--- src/design/array_linked_list_table_top_defines.svh ---
// Assertion macros shared by the table modules.
`ifndef ARRAY_LINKED_LIST_TABLE_TOP_DEFINES_SVH
`define ARRAY_LINKED_LIST_TABLE_TOP_DEFINES_SVH

`ifndef SYNTHESIS
// Check a property on every rising edge outside reset.
`define ALLT_ASSERT(name, clk, rst, prop) \
  name: assert property (@(posedge clk) disable iff (rst) prop) \
    else $error("table check failed");
// Check that a condition never holds outside reset.
`define ALLT_ASSERT_NEVER(name, clk, rst, cond) \
  `ALLT_ASSERT(name, clk, rst, !(cond))
`else
`define ALLT_ASSERT(name, clk, rst, prop)
`define ALLT_ASSERT_NEVER(name, clk, rst, cond)
`endif

`endif

--- src/design/allt_pkg.sv ---
package allt_pkg;

  localparam int SLOTS     = 16;
  localparam int SLOT_W    = 4;
  localparam int PTR_W     = 5;
  localparam int KEY_W     = 20;
  localparam int COUNT_W   = 5;

  localparam logic [PTR_W-1:0]   NULL_PTR  = PTR_W'(SLOTS);
  localparam logic [SLOT_W-1:0]  LAST_SLOT = SLOT_W'(SLOTS - 1);
  localparam logic [COUNT_W-1:0] FULL_CNT  = COUNT_W'(SLOTS);

  typedef enum logic {
    CMD_INSERT = 1'b0,
    CMD_REMOVE = 1'b1
  } command_t;

  typedef enum logic [1:0] {
    STATUS_DONE = 2'd0,
    STATUS_FULL = 2'd1,
    STATUS_MISS = 2'd2
  } status_t;

  typedef struct packed {
    command_t          command;
    logic [KEY_W-1:0]  key;
  } req_t;

  typedef struct packed {
    status_t             status;
    logic [SLOT_W-1:0]   slot;
    logic [COUNT_W-1:0]  entry_count;
    logic [PTR_W-1:0]    head_slot;
    logic [PTR_W-1:0]    tail_slot;
  } rsp_t;

  typedef enum logic [3:0] {
    ST_IDLE,
    ST_INS_SCAN,
    ST_INS_WRITE,
    ST_INS_LINK,
    ST_REM_FIND,
    ST_REM_PRED,
    ST_REM_UNLINK,
    ST_REM_FREE,
    ST_RESP
  } state_t;

  // Commands from the controller to the datapath.
  typedef struct packed {
    logic    load_item;
    logic    scan_clear;
    logic    scan_step;
    logic    set_pos;
    logic    set_prev;
    logic    ins_write;
    logic    ins_link;
    logic    rem_link;
    logic    rem_free;
    logic    set_status;
    status_t status_code;
    logic    load_result;
  } ctrl_cmd_t;

  // Status from the datapath to the controller.
  typedef struct packed {
    logic is_full;
    logic scan_last;
    logic cur_free;
    logic cur_match;
    logic cur_pred;
  } dp_status_t;

endpackage

--- src/design/allt_datapath.sv ---
`include "array_linked_list_table_top_defines.svh"

module allt_datapath (
  input  logic                clk,
  input  logic                rst,
  input  allt_pkg::req_t      req,
  input  allt_pkg::ctrl_cmd_t cmd,
  output allt_pkg::dp_status_t stat,
  output allt_pkg::rsp_t      rsp
);

  logic [allt_pkg::KEY_W-1:0]   keys  [allt_pkg::SLOTS];
  logic [allt_pkg::PTR_W-1:0]   links [allt_pkg::SLOTS];
  logic [allt_pkg::SLOTS-1:0]   used;
  logic [allt_pkg::PTR_W-1:0]   head;
  logic [allt_pkg::PTR_W-1:0]   tail;
  logic [allt_pkg::COUNT_W-1:0] count;
  logic [allt_pkg::COUNT_W-1:0] count_dec;

  logic [allt_pkg::KEY_W-1:0]   key;
  logic [allt_pkg::SLOT_W-1:0]  idx;
  logic [allt_pkg::SLOT_W-1:0]  pos;
  logic [allt_pkg::PTR_W-1:0]   prev;
  logic [allt_pkg::PTR_W-1:0]   next;
  allt_pkg::status_t            status;

  logic [allt_pkg::PTR_W-1:0]   pos_ptr;
  logic [allt_pkg::PTR_W-1:0]   cur_link;
  logic                         tail_null;
  logic                         prev_null;

  assign pos_ptr   = {1'b0, pos};
  assign cur_link  = links[idx];
  assign tail_null = (tail >= allt_pkg::NULL_PTR);
  assign prev_null = (prev >= allt_pkg::NULL_PTR);
  assign count_dec = count - allt_pkg::COUNT_W'(1);

  // Status of the slot under the scan index
  assign stat.is_full   = (count == allt_pkg::FULL_CNT);
  assign stat.scan_last = (idx == allt_pkg::LAST_SLOT);
  assign stat.cur_free  = !used[idx];
  assign stat.cur_match = used[idx] && (keys[idx] == key);
  assign stat.cur_pred  = used[idx] && (idx != pos) && (cur_link == pos_ptr);

  // Hold the item, scan index and found slots
  always_ff @(posedge clk) begin
    if (cmd.load_item) begin
      key  <= req.key;
      prev <= allt_pkg::NULL_PTR;
    end
    if (cmd.scan_clear) begin
      idx <= '0;
    end else if (cmd.scan_step) begin
      idx <= idx + allt_pkg::SLOT_W'(1);
    end
    if (cmd.set_pos) begin
      pos  <= idx;
      next <= cur_link;
    end
    if (cmd.set_prev) begin
      prev <= {1'b0, idx};
    end
    if (cmd.set_status) begin
      status <= cmd.status_code;
    end
  end

  // Store keys; freed keys are never compared, so leave them
  always_ff @(posedge clk) begin
    if (cmd.ins_write) begin
      keys[pos] <= key;
    end
  end

  // Update links, occupancy, head, tail and count
  always_ff @(posedge clk) begin
    if (rst) begin
      for (int i = 0; i < allt_pkg::SLOTS; i++) begin
        links[i] <= allt_pkg::NULL_PTR;
      end
      used  <= '0;
      head  <= allt_pkg::NULL_PTR;
      tail  <= allt_pkg::NULL_PTR;
      count <= '0;
    end else begin
      if (cmd.ins_write) begin
        links[pos] <= allt_pkg::NULL_PTR;
        used[pos]  <= 1'b1;
      end
      if (cmd.ins_link) begin
        if (count == '0 || tail_null) begin
          head <= pos_ptr;
        end else begin
          links[tail[allt_pkg::SLOT_W-1:0]] <= pos_ptr;
        end
        tail  <= pos_ptr;
        count <= count + allt_pkg::COUNT_W'(1);
      end
      if (cmd.rem_link && !prev_null) begin
        if (tail == pos_ptr) begin
          links[prev[allt_pkg::SLOT_W-1:0]] <= allt_pkg::NULL_PTR;
        end else if (head != pos_ptr) begin
          links[prev[allt_pkg::SLOT_W-1:0]] <= next;
        end
      end
      if (cmd.rem_free) begin
        links[pos] <= allt_pkg::NULL_PTR;
        used[pos]  <= 1'b0;
        count      <= count_dec;
        if (count_dec == '0) begin
          head <= allt_pkg::NULL_PTR;
          tail <= allt_pkg::NULL_PTR;
        end else begin
          if (head == pos_ptr) begin
            head <= next;
          end
          if (tail == pos_ptr) begin
            tail <= prev;
          end
        end
      end
    end
  end

  // Load the result register
  always_ff @(posedge clk) begin
    if (cmd.load_result) begin
      rsp.status      <= status;
      rsp.slot        <= (status == allt_pkg::STATUS_DONE) ? pos : '0;
      rsp.entry_count <= count;
      rsp.head_slot   <= head;
      rsp.tail_slot   <= tail;
    end
  end

  `ALLT_ASSERT_NEVER(a_count_range, clk, rst, count > allt_pkg::FULL_CNT)
  `ALLT_ASSERT(a_empty_null, clk, rst,
    (count == '0) |-> (head == allt_pkg::NULL_PTR && tail == allt_pkg::NULL_PTR))
  `ALLT_ASSERT(a_used_count, clk, rst,
    !cmd.ins_link |-> ($countones(used) == 32'(count)))

endmodule

--- src/design/allt_ctrl.sv ---
`include "array_linked_list_table_top_defines.svh"

module allt_ctrl (
  input  logic                 clk,
  input  logic                 rst,
  input  logic                 req_valid,
  output logic                 req_ready,
  input  allt_pkg::command_t   req_command,
  output logic                 rsp_valid,
  input  logic                 rsp_ready,
  input  allt_pkg::dp_status_t stat,
  output allt_pkg::ctrl_cmd_t  cmd
);

  allt_pkg::state_t state;
  allt_pkg::state_t state_next;
  logic             rsp_valid_next;

  // State and result-valid registers
  always_ff @(posedge clk) begin
    if (rst) begin
      state     <= allt_pkg::ST_IDLE;
      rsp_valid <= 1'b0;
    end else begin
      state     <= state_next;
      rsp_valid <= rsp_valid_next;
    end
  end

  // Next state and datapath commands
  always_comb begin
    state_next      = state;
    cmd             = '0;
    cmd.status_code = allt_pkg::STATUS_DONE;
    req_ready       = 1'b0;
    rsp_valid_next  = rsp_valid && !rsp_ready;
    unique case (state)
      allt_pkg::ST_IDLE: begin
        req_ready = 1'b1;
        if (req_valid) begin
          cmd.load_item  = 1'b1;
          cmd.scan_clear = 1'b1;
          if (req_command == allt_pkg::CMD_REMOVE) begin
            state_next = allt_pkg::ST_REM_FIND;
          end else if (stat.is_full) begin
            cmd.set_status  = 1'b1;
            cmd.status_code = allt_pkg::STATUS_FULL;
            state_next      = allt_pkg::ST_RESP;
          end else begin
            state_next = allt_pkg::ST_INS_SCAN;
          end
        end
      end
      allt_pkg::ST_INS_SCAN: begin
        if (stat.cur_free) begin
          cmd.set_pos = 1'b1;
          state_next  = allt_pkg::ST_INS_WRITE;
        end else begin
          cmd.scan_step = 1'b1;
        end
      end
      allt_pkg::ST_INS_WRITE: begin
        cmd.ins_write = 1'b1;
        state_next    = allt_pkg::ST_INS_LINK;
      end
      allt_pkg::ST_INS_LINK: begin
        cmd.ins_link   = 1'b1;
        cmd.set_status = 1'b1;
        state_next     = allt_pkg::ST_RESP;
      end
      allt_pkg::ST_REM_FIND: begin
        if (stat.cur_match) begin
          cmd.set_pos    = 1'b1;
          cmd.scan_clear = 1'b1;
          state_next     = allt_pkg::ST_REM_PRED;
        end else if (stat.scan_last) begin
          cmd.set_status  = 1'b1;
          cmd.status_code = allt_pkg::STATUS_MISS;
          state_next      = allt_pkg::ST_RESP;
        end else begin
          cmd.scan_step = 1'b1;
        end
      end
      allt_pkg::ST_REM_PRED: begin
        if (stat.cur_pred) begin
          cmd.set_prev = 1'b1;
          state_next   = allt_pkg::ST_REM_UNLINK;
        end else if (stat.scan_last) begin
          state_next = allt_pkg::ST_REM_UNLINK;
        end else begin
          cmd.scan_step = 1'b1;
        end
      end
      allt_pkg::ST_REM_UNLINK: begin
        cmd.rem_link = 1'b1;
        state_next   = allt_pkg::ST_REM_FREE;
      end
      allt_pkg::ST_REM_FREE: begin
        cmd.rem_free   = 1'b1;
        cmd.set_status = 1'b1;
        state_next     = allt_pkg::ST_RESP;
      end
      allt_pkg::ST_RESP: begin
        // Load the result once the output register is free
        if (!rsp_valid || rsp_ready) begin
          cmd.load_result = 1'b1;
          rsp_valid_next  = 1'b1;
          state_next      = allt_pkg::ST_IDLE;
        end
      end
      default: begin
        state_next = allt_pkg::ST_IDLE;
      end
    endcase
  end

  `ALLT_ASSERT(a_load_free, clk, rst, cmd.load_result |-> (!rsp_valid || rsp_ready))
  `ALLT_ASSERT(a_one_item, clk, rst, (req_valid && req_ready) |=> !req_ready)
  `ALLT_ASSERT(a_result_after_load, clk, rst, cmd.load_result |=> rsp_valid)

endmodule

--- src/design/array_linked_list_table_top.sv ---
// Linked list of 20-bit keys kept in a 16-slot array with an occupancy map.
// Request channel (req_valid/req_ready/req): command insert appends the key
// in the lowest free slot after the tail; command remove unlinks the first
// occupied slot, in index order, holding the key.
// Response channel (rsp_valid/rsp_ready/rsp): one item per request with the
// status, the slot written or freed, and the count, head and tail after it.
// One request is worked at a time. The slot scans advance one slot per
// cycle through the shared scan index:
//   insert: scan from slot 0 to the first free slot, then write, link and
//           respond; a full table answers without a scan.
//   remove: scan from slot 0 to the first match, then scan again from slot 0
//           for its predecessor (to the last slot when the head is removed),
//           then unlink, free and respond; a missing key scans every slot.
// req_ready rises again the cycle after the response is loaded. A stalled
// response waits in the output register while the next request is taken
// and worked; only the load of that next response waits for rsp_ready.
// Synchronous reset empties the list (head and tail null, count zero).
module array_linked_list_table_top (
  input  logic            clk,
  input  logic            rst,
  input  logic            req_valid,
  output logic            req_ready,
  input  allt_pkg::req_t  req,
  output logic            rsp_valid,
  input  logic            rsp_ready,
  output allt_pkg::rsp_t  rsp
);

  allt_pkg::ctrl_cmd_t  cmd;
  allt_pkg::dp_status_t stat;

  allt_ctrl u_ctrl (
    .clk         (clk),
    .rst         (rst),
    .req_valid   (req_valid),
    .req_ready   (req_ready),
    .req_command (req.command),
    .rsp_valid   (rsp_valid),
    .rsp_ready   (rsp_ready),
    .stat        (stat),
    .cmd         (cmd)
  );

  allt_datapath u_datapath (
    .clk  (clk),
    .rst  (rst),
    .req  (req),
    .cmd  (cmd),
    .stat (stat),
    .rsp  (rsp)
  );

endmodule

--- config.mk ---
export PLATFORM = sky130hd
export DESIGN_NAME = array_linked_list_table_top
export DESIGN_NICKNAME = d
export VERILOG_FILES = /design/src/design/allt_pkg.sv /design/src/design/allt_datapath.sv /design/src/design/allt_ctrl.sv /design/src/design/array_linked_list_table_top.sv
export VERILOG_INCLUDE_DIRS = /design/src /design/src/design
export SDC_FILE = /design/constraint.sdc
export NUM_CORES = 1
export LEC_CHECK = 0
export ABC_AREA = 1
export BUFFER_PORTS_ARGS = -buffer_cell sky130_fd_sc_hd__clkbuf_2
export CAP_MARGIN = 25
export CORE_MARGIN = 2
export CORE_UTILIZATION = 40
export DETAILED_ROUTE_END_ITERATION = 12
export PLACE_DENSITY = 0.62
export SYNTH_ARGS = -nofsm -noshare
export SYNTH_HDL_FRONTEND = slang
export SYNTH_HIERARCHICAL = 1
export SYNTH_SLANG_ARGS = --single-unit
--- constraint.sdc ---
create_clock -name clk -period 2.95 [get_ports clk]
set_input_delay 0.4425 -clock clk [delete_from_list [all_inputs] [get_ports clk]]
set_output_delay 0.4425 -clock clk [all_outputs]
set_load 0.05 [all_outputs]
# Word level (Yosys, flattened, before mapping)
# Memories as Yosys holds them, arrays and structs flattened. A register that Yosys moved wholly into a read port is not among the register bits.
# Index checks and enable logic that the tools add are counted.
[op_classes]
n_lt_le_gt_ge = 5
muxes = 96
eq_ne = 21
n_bitwise = 5
add_sub_neg = 3
reduce_logical = 22
[ops]
columns = ["operator", "n"]
rows = [
  ["two-way mux 5 bit", 16],
  ["two-way mux 4 bit", 18],
  ["two-way mux 16 bit", 3],
  ["two-way mux 1 bit", 45],
  ["one-hot mux 4 bit (8 select lines)", 1],
  ["equality test 20 bit", 1],
  ["AND 16 bit", 1],
  ["equality test 4 x 3 -> 1 bit, second input constant", 4],
  ["NOT 16 bit", 1],
  ["bitwise OR 16 bit", 1],
  ["equality test 5 x 4 -> 1 bit", 3],
  ["two-way mux 3 bit", 5],
  ["OR reduction 5 bit", 3],
  [">= comparator 5 bit, second input constant", 2],
  ["logical NOT 5 bit", 2],
  ["less-than comparator 4 x 5 -> 1 bit, second input constant", 2],
  ["equality test 4 x 2 -> 1 bit, second input constant", 2],
  ["equality test 4 bit, second input constant", 2],
  ["logical AND 1 bit", 6],
  ["!= test 3 bit, second input constant", 2],
  ["one-hot mux 1 bit (3 select lines)", 2],
  ["adder 5 x 1 -> 5 bit, second input constant", 1],
  ["equality test 5 bit, second input constant", 1],
  ["!= test 5 x 4 -> 1 bit", 1],
  ["other kinds (20)", 27],
]
[word_totals]
n_memories = 2
out_inout_bits = 23
ram_bits = 400
elab_cells = 172
ff_bits = 97
input_bits = 25
[memory_table]
columns = ["name", "depth", "width", "rd", "rd_clocked_by_memory_dff", "write_ports", "line", "source"]
rows = [
  ["u_datapath.keys", 16, 20, 1, 1, 1, "allt_datapath.sv:12", "logic [allt_pkg::KEY_W-1:0] keys [allt_pkg::SLOTS];"],
  ["u_datapath.links", 16, 5, 1, 1, 16, "allt_datapath.sv:13", "logic [allt_pkg::PTR_W-1:0] links [allt_pkg::SLOTS];"],
]

# Logic depth before layout (Yosys ltp)
[depth]
word_depth = 10
mapped_depth = 24
mapped_depth_nobuf = 22

# Hierarchy
# The synthesis kept the hierarchy.
[by_module_without_submodules]
columns = ["module", "area_each_um2", "instances", "seq_area_each_um2", "cells_per_inst"]
rows = [
  ["allt_datapath", 22466.5, 1, 14493.9, 2255],
  ["allt_ctrl", 460.4, 1, 100.1, 83],
]

# Worst setup path after synthesis
# OpenSTA, ideal clock, no wires.
[synth_path]
path_type = "register to register"
from = "register u_datapath/pos[0] (netlist name)"
to = "memory u_datapath/links[15][0] (netlist name), enable pin"
synth_period_minus_slack_ns = 3.124
path_stages_with_launch = 7
path_buffers = 2
required_time_ns = 2.632
arrival_ns = 2.806
slack_ns = -0.174
setup_ns = 0.318
path_cell_list = "edfxtp_1 -> buf_2 -> buf_1 -> nand2_1 -> nor3_1 -> nor2_1 -> nand3_1"
[synth_rtl]
columns = ["item", "line", "source"]
rows = [
  ["start: declaration", "allt_datapath.sv:22", "logic [allt_pkg::SLOT_W-1:0] pos;"],
  ["start signal: assignment", "allt_datapath.sv:57", "pos <= idx;"],
  ["end: declaration", "allt_datapath.sv:13", ""],
]

==> flow_summary.toml <==
[setup_path]
crit_family = "simple AND/OR/NAND/NOR gates"
criticalPathCategory = "register to register"
startpoint_type = "register"
crit_buf_inv = 6
reg2reg_depth = 18
r2r_slack_ns = 0.04
worstPathArrival_ns = 3.41
endpoint_kind = "register"
crit_chain = "buf_12, clkinv_16, buf_16, buf_4, o21ai_0, o22ai_1, o211ai_1, nand2_2, nor3_2, nand2_1, nor2_1, buf_4, nor2_2, nand3_2, nand3_4, inv_4, nor3_4, nor3_2"
cp_slowest_stage_delay_ns = 0.36
required_ns = 3.45
cp_max_fo = 7
crit_slowest_cell = "dfxtp_4"
cp.depth = 18

[sta]
relSlewSlack = 0.591
fin_skew_ns = 0.0261
rsz0062_at_grt = "true"
fmax_mhz = 343
setup_viol = 0
worst_slew_pin_slew_ns = 0.612
fin_crit_sh = 0.988
report.final.slew_viol_count = 0
worst_slack_ns = 0.0363
finalHoldViolCount = 0
layout_min_cycle_time_ns = 2.91

[pwr]
p_leak_nw = 10.6
finalPower_mw = 22.2
p_clk_frac = 0.286
power.density_nw_per_um2 = 820
swShare = 0.345
seq_power_share = 0.397
power.switching_mw = 7.66
ir_drop_v = 0.000539
p_int_mw = 14.6
combinationalPowerShare = 0.317

[layout]
final_nets = 2494
antenna_cells = 0
multiInputGateArea_um2 = 7030
layout-drive-gt1-share = 0.150
area_growth_pct = 18.2
ff_latch_area_um2 = 14600
fill_cells = 5068

[synthesis]
synth_cell_types = 43
synth_cells = 2338
syn_area_per_cell_um2 = 9.81
syn-num-nets = 2368
yosysTopAreaCellShare = 0.597
synth_flop_cell = "edfxtp_1"
synth-async-reset-ratio = 0
synth_seq_cells = 501
synthTopCellsByCount = "546 x nand2_1, 456 x edfxtp_1, 272 x nand3_1, 258 x nor2_1, 221 x inv_1"
synth_edf_count = 456
synth_area_leaders = "edfxtp_1 60%, nand2_1 8.9%, nand3_1 5.9%"
yosys.area.top_type = "edfxtp_1"
synth-seq-area-share = 0.637
netlist_area_um2 = 22900
ys_warn_count = 6
synth.most_common_cell = "nand2_1"

[run_status]
outcome = "finished clean"

[detailed_routing]
drc = 0
wl_mm = 64.6
wl_met1_mm = 26.8
wire_per_inst_um = 19.8
avgViaCountPerCell = 5.35
vias = 17500
top_layer = "met5"
dr_wl_met2_mm = 30.3
wl_met3_mm = 4.99
route.antenna.remaining_nets = 0
drtPass1Iterations = 5
drtIter0Drc = 1956

[die]
floorplan.rows = 87
start_util = 0.406
die_height_um = 243
die_w_um = 243
core_um2 = 56500
die_area_um2 = 59200
io_pins = 48

[clocking]
cts_sinks = 501
cts_tree = "built"
clockBufferDepth = 3
cts_root_buf = "clkbuf_16"
clk_pin_slew_worst_paths_ns = 0.06
htree_levels = 2
numCtsBuffers = 52
clk_latency_ns = 0.62

[placement]
portBuffers = 47
dp_hpwl_mm = 38.6
dp_slack_ns = -0.231
place_congestion = 0.906

[global_route]
grtUsageTotal = 0.211
antenna_found_initial = 1
grt_max_degree = 83
grt.overflow.total = 0
grt_pass1_vias = 16500
grt_pass1_wl_mm = 95.9

[job]
drv_cap = 0

[min_path]
hold_path.class = "input pin to register"
==> power groups by stage <==
stage / combinational, mW / sequential (mW) / clock (mW)
after CTS: 6.34 / 8.86 / 6.46
after floorplan: 3.81 / 8.89 / 0
final: 7.03 / 8.83 / 6.35
after global routing: 7.64 / 8.87 / 6.76
after detailed placement: 6.02 / 8.98 / 0
after global placement: 5.94 / 8.97 / 0
==> cell type report <==
type / instances / share of cell area
clock inverter: 33 / 0.00979
tap: 756 / 0.0349
sequential: 501 / 0.539
timing repair buffer: 195 / 0.0710
multi-input combinational: 1472 / 0.259
inverter: 240 / 0.0344
timing repair inverter: 2 / 0.000831
clock buffer: 64 / 0.0508
==> what timing repair did <==
action                                 in CTS  in global routing
hold buffers                               13                  0
pin swaps                                   3                 19
endpoints found under the hold margin      13                  0
setup buffers                               2                 11
setup endpoints to repair                  21                 25
gates cloned                                3                 10
resized for setup                          19                 42
==> stage by stage <==
stage          instance area [µm²]  utilization  TNS (ns)  hold slack, ns  cells
4_1_cts                      26600        0.471         0         0.00485   3244
3_3_place_gp                 24700        0.437     -3.64           0.458   3129
2_1_floorplan                22900            -         0           0.403   2338
5_1_grt                      27100        0.480    -0.749          0.0108   3263
6_report                     27100        0.480         0          0.0250   3263
3_5_place_dp                 24700        0.437     -3.05           0.441   3129
==> metal layers <==
metal | GRT usage | vias to the layer above
met5 | 0 | -
li1 | - | 8156
met1 | 0.279 | 8403
met4 | 0.0913 | 2
met2 | 0.343 | 750
met3 | 0.0329 | 149
==> state kept, by name, summed over array words and instances, names as in the netlist, named ones only <==
name / cells
u_datapath/tail: 5
u_datapath/idx: 4
u_ctrl/state: 4
u_datapath/head: 5
u_datapath/rsp: 21
u_datapath/count: 5
u_datapath/used: 16
u_datapath/next: 5
u_ctrl/rsp_valid: 1
u_datapath/prev: 5
u_datapath/links: 80
u_datapath/status: 2
u_datapath/key: 20
u_datapath/keys: 320
u_datapath/pos: 4
==> cells by family (layout without fill, tap and decap cells) <==
family / count (synthesis) / in the layout / share of synthesized area
adder cells (fa/ha/maj): 5 / 5 / 0.00273
flip-flops: 501 / 501 / 0.637
XOR/XNOR: 14 / 14 / 0.00535
AND/OR/NAND/NOR: 1136 / 1136 / 0.210
AO/OA/AOI/OAI: 317 / 317 / 0.0764
buffers and inverters: 365 / 534 / 0.0694
==> worst register-to-register path, stage by stage, from the launching register on <==
cell and delay (ns):
dfxtp_4 0.36, buf_12 0.17, clkinv_16 0.10, buf_16 0.16
buf_4 0.16, o21ai_0 0.15, o22ai_1 0.10, o211ai_1 0.35
nand2_2 0.16, nor3_2 0.13, nand2_1 0.07, nor2_1 0.10
buf_4 0.14, nor2_2 0.04, nand3_2 0.12, nand3_4 0.12
inv_4 0.10, nor3_4 0.04, nor3_2 0.24
==> placed cells by master, fill, tap and decap left out, types with 5 or more instances in the layout <==
cell type	netlist	routed
o211ai_1	34	34
nor2_2	8	17
xor2_1	12	12
clkinv_2	0	9
nand3_1	272	258
ha_1	5	5
buf_16	0	5
o21ai_1	95	97
nand2_2	14	19
nor2_1	258	231
a21oi_1	43	42
nor2_4	8	26
edfxtp_1	456	456
nand2_1	546	541
clkbuf_16	0	60
buf_4	18	96
nor3_1	11	7
nand4_1	6	6
o221ai_1	7	7
buf_12	0	21
nor3_2	3	5
inv_1	221	219
nand3_2	3	16
clkbuf_2	0	47
dlygate4sd3_1	0	13
inv_2	18	16
clkinv_1	1	16
dfxtp_1	45	42
clkbuf_1	35	9
o21ai_0	120	117
==> worst min path at each step <==
stage	start	depth (start not counted)	end
floorplan	u_datapath/count[2]	0	u_datapath/rsp[12]
global placement	u_datapath/used[2]	2	u_datapath/used[2]
detailed placement	u_datapath/status[1]	0	u_datapath/rsp[20]
CTS	req[15]	1	u_datapath/key[15]
global route	req[19]	1	u_datapath/key[19]
finish	req[15]	1	u_datapath/key[15]
(Power assumes the default switching activity.)
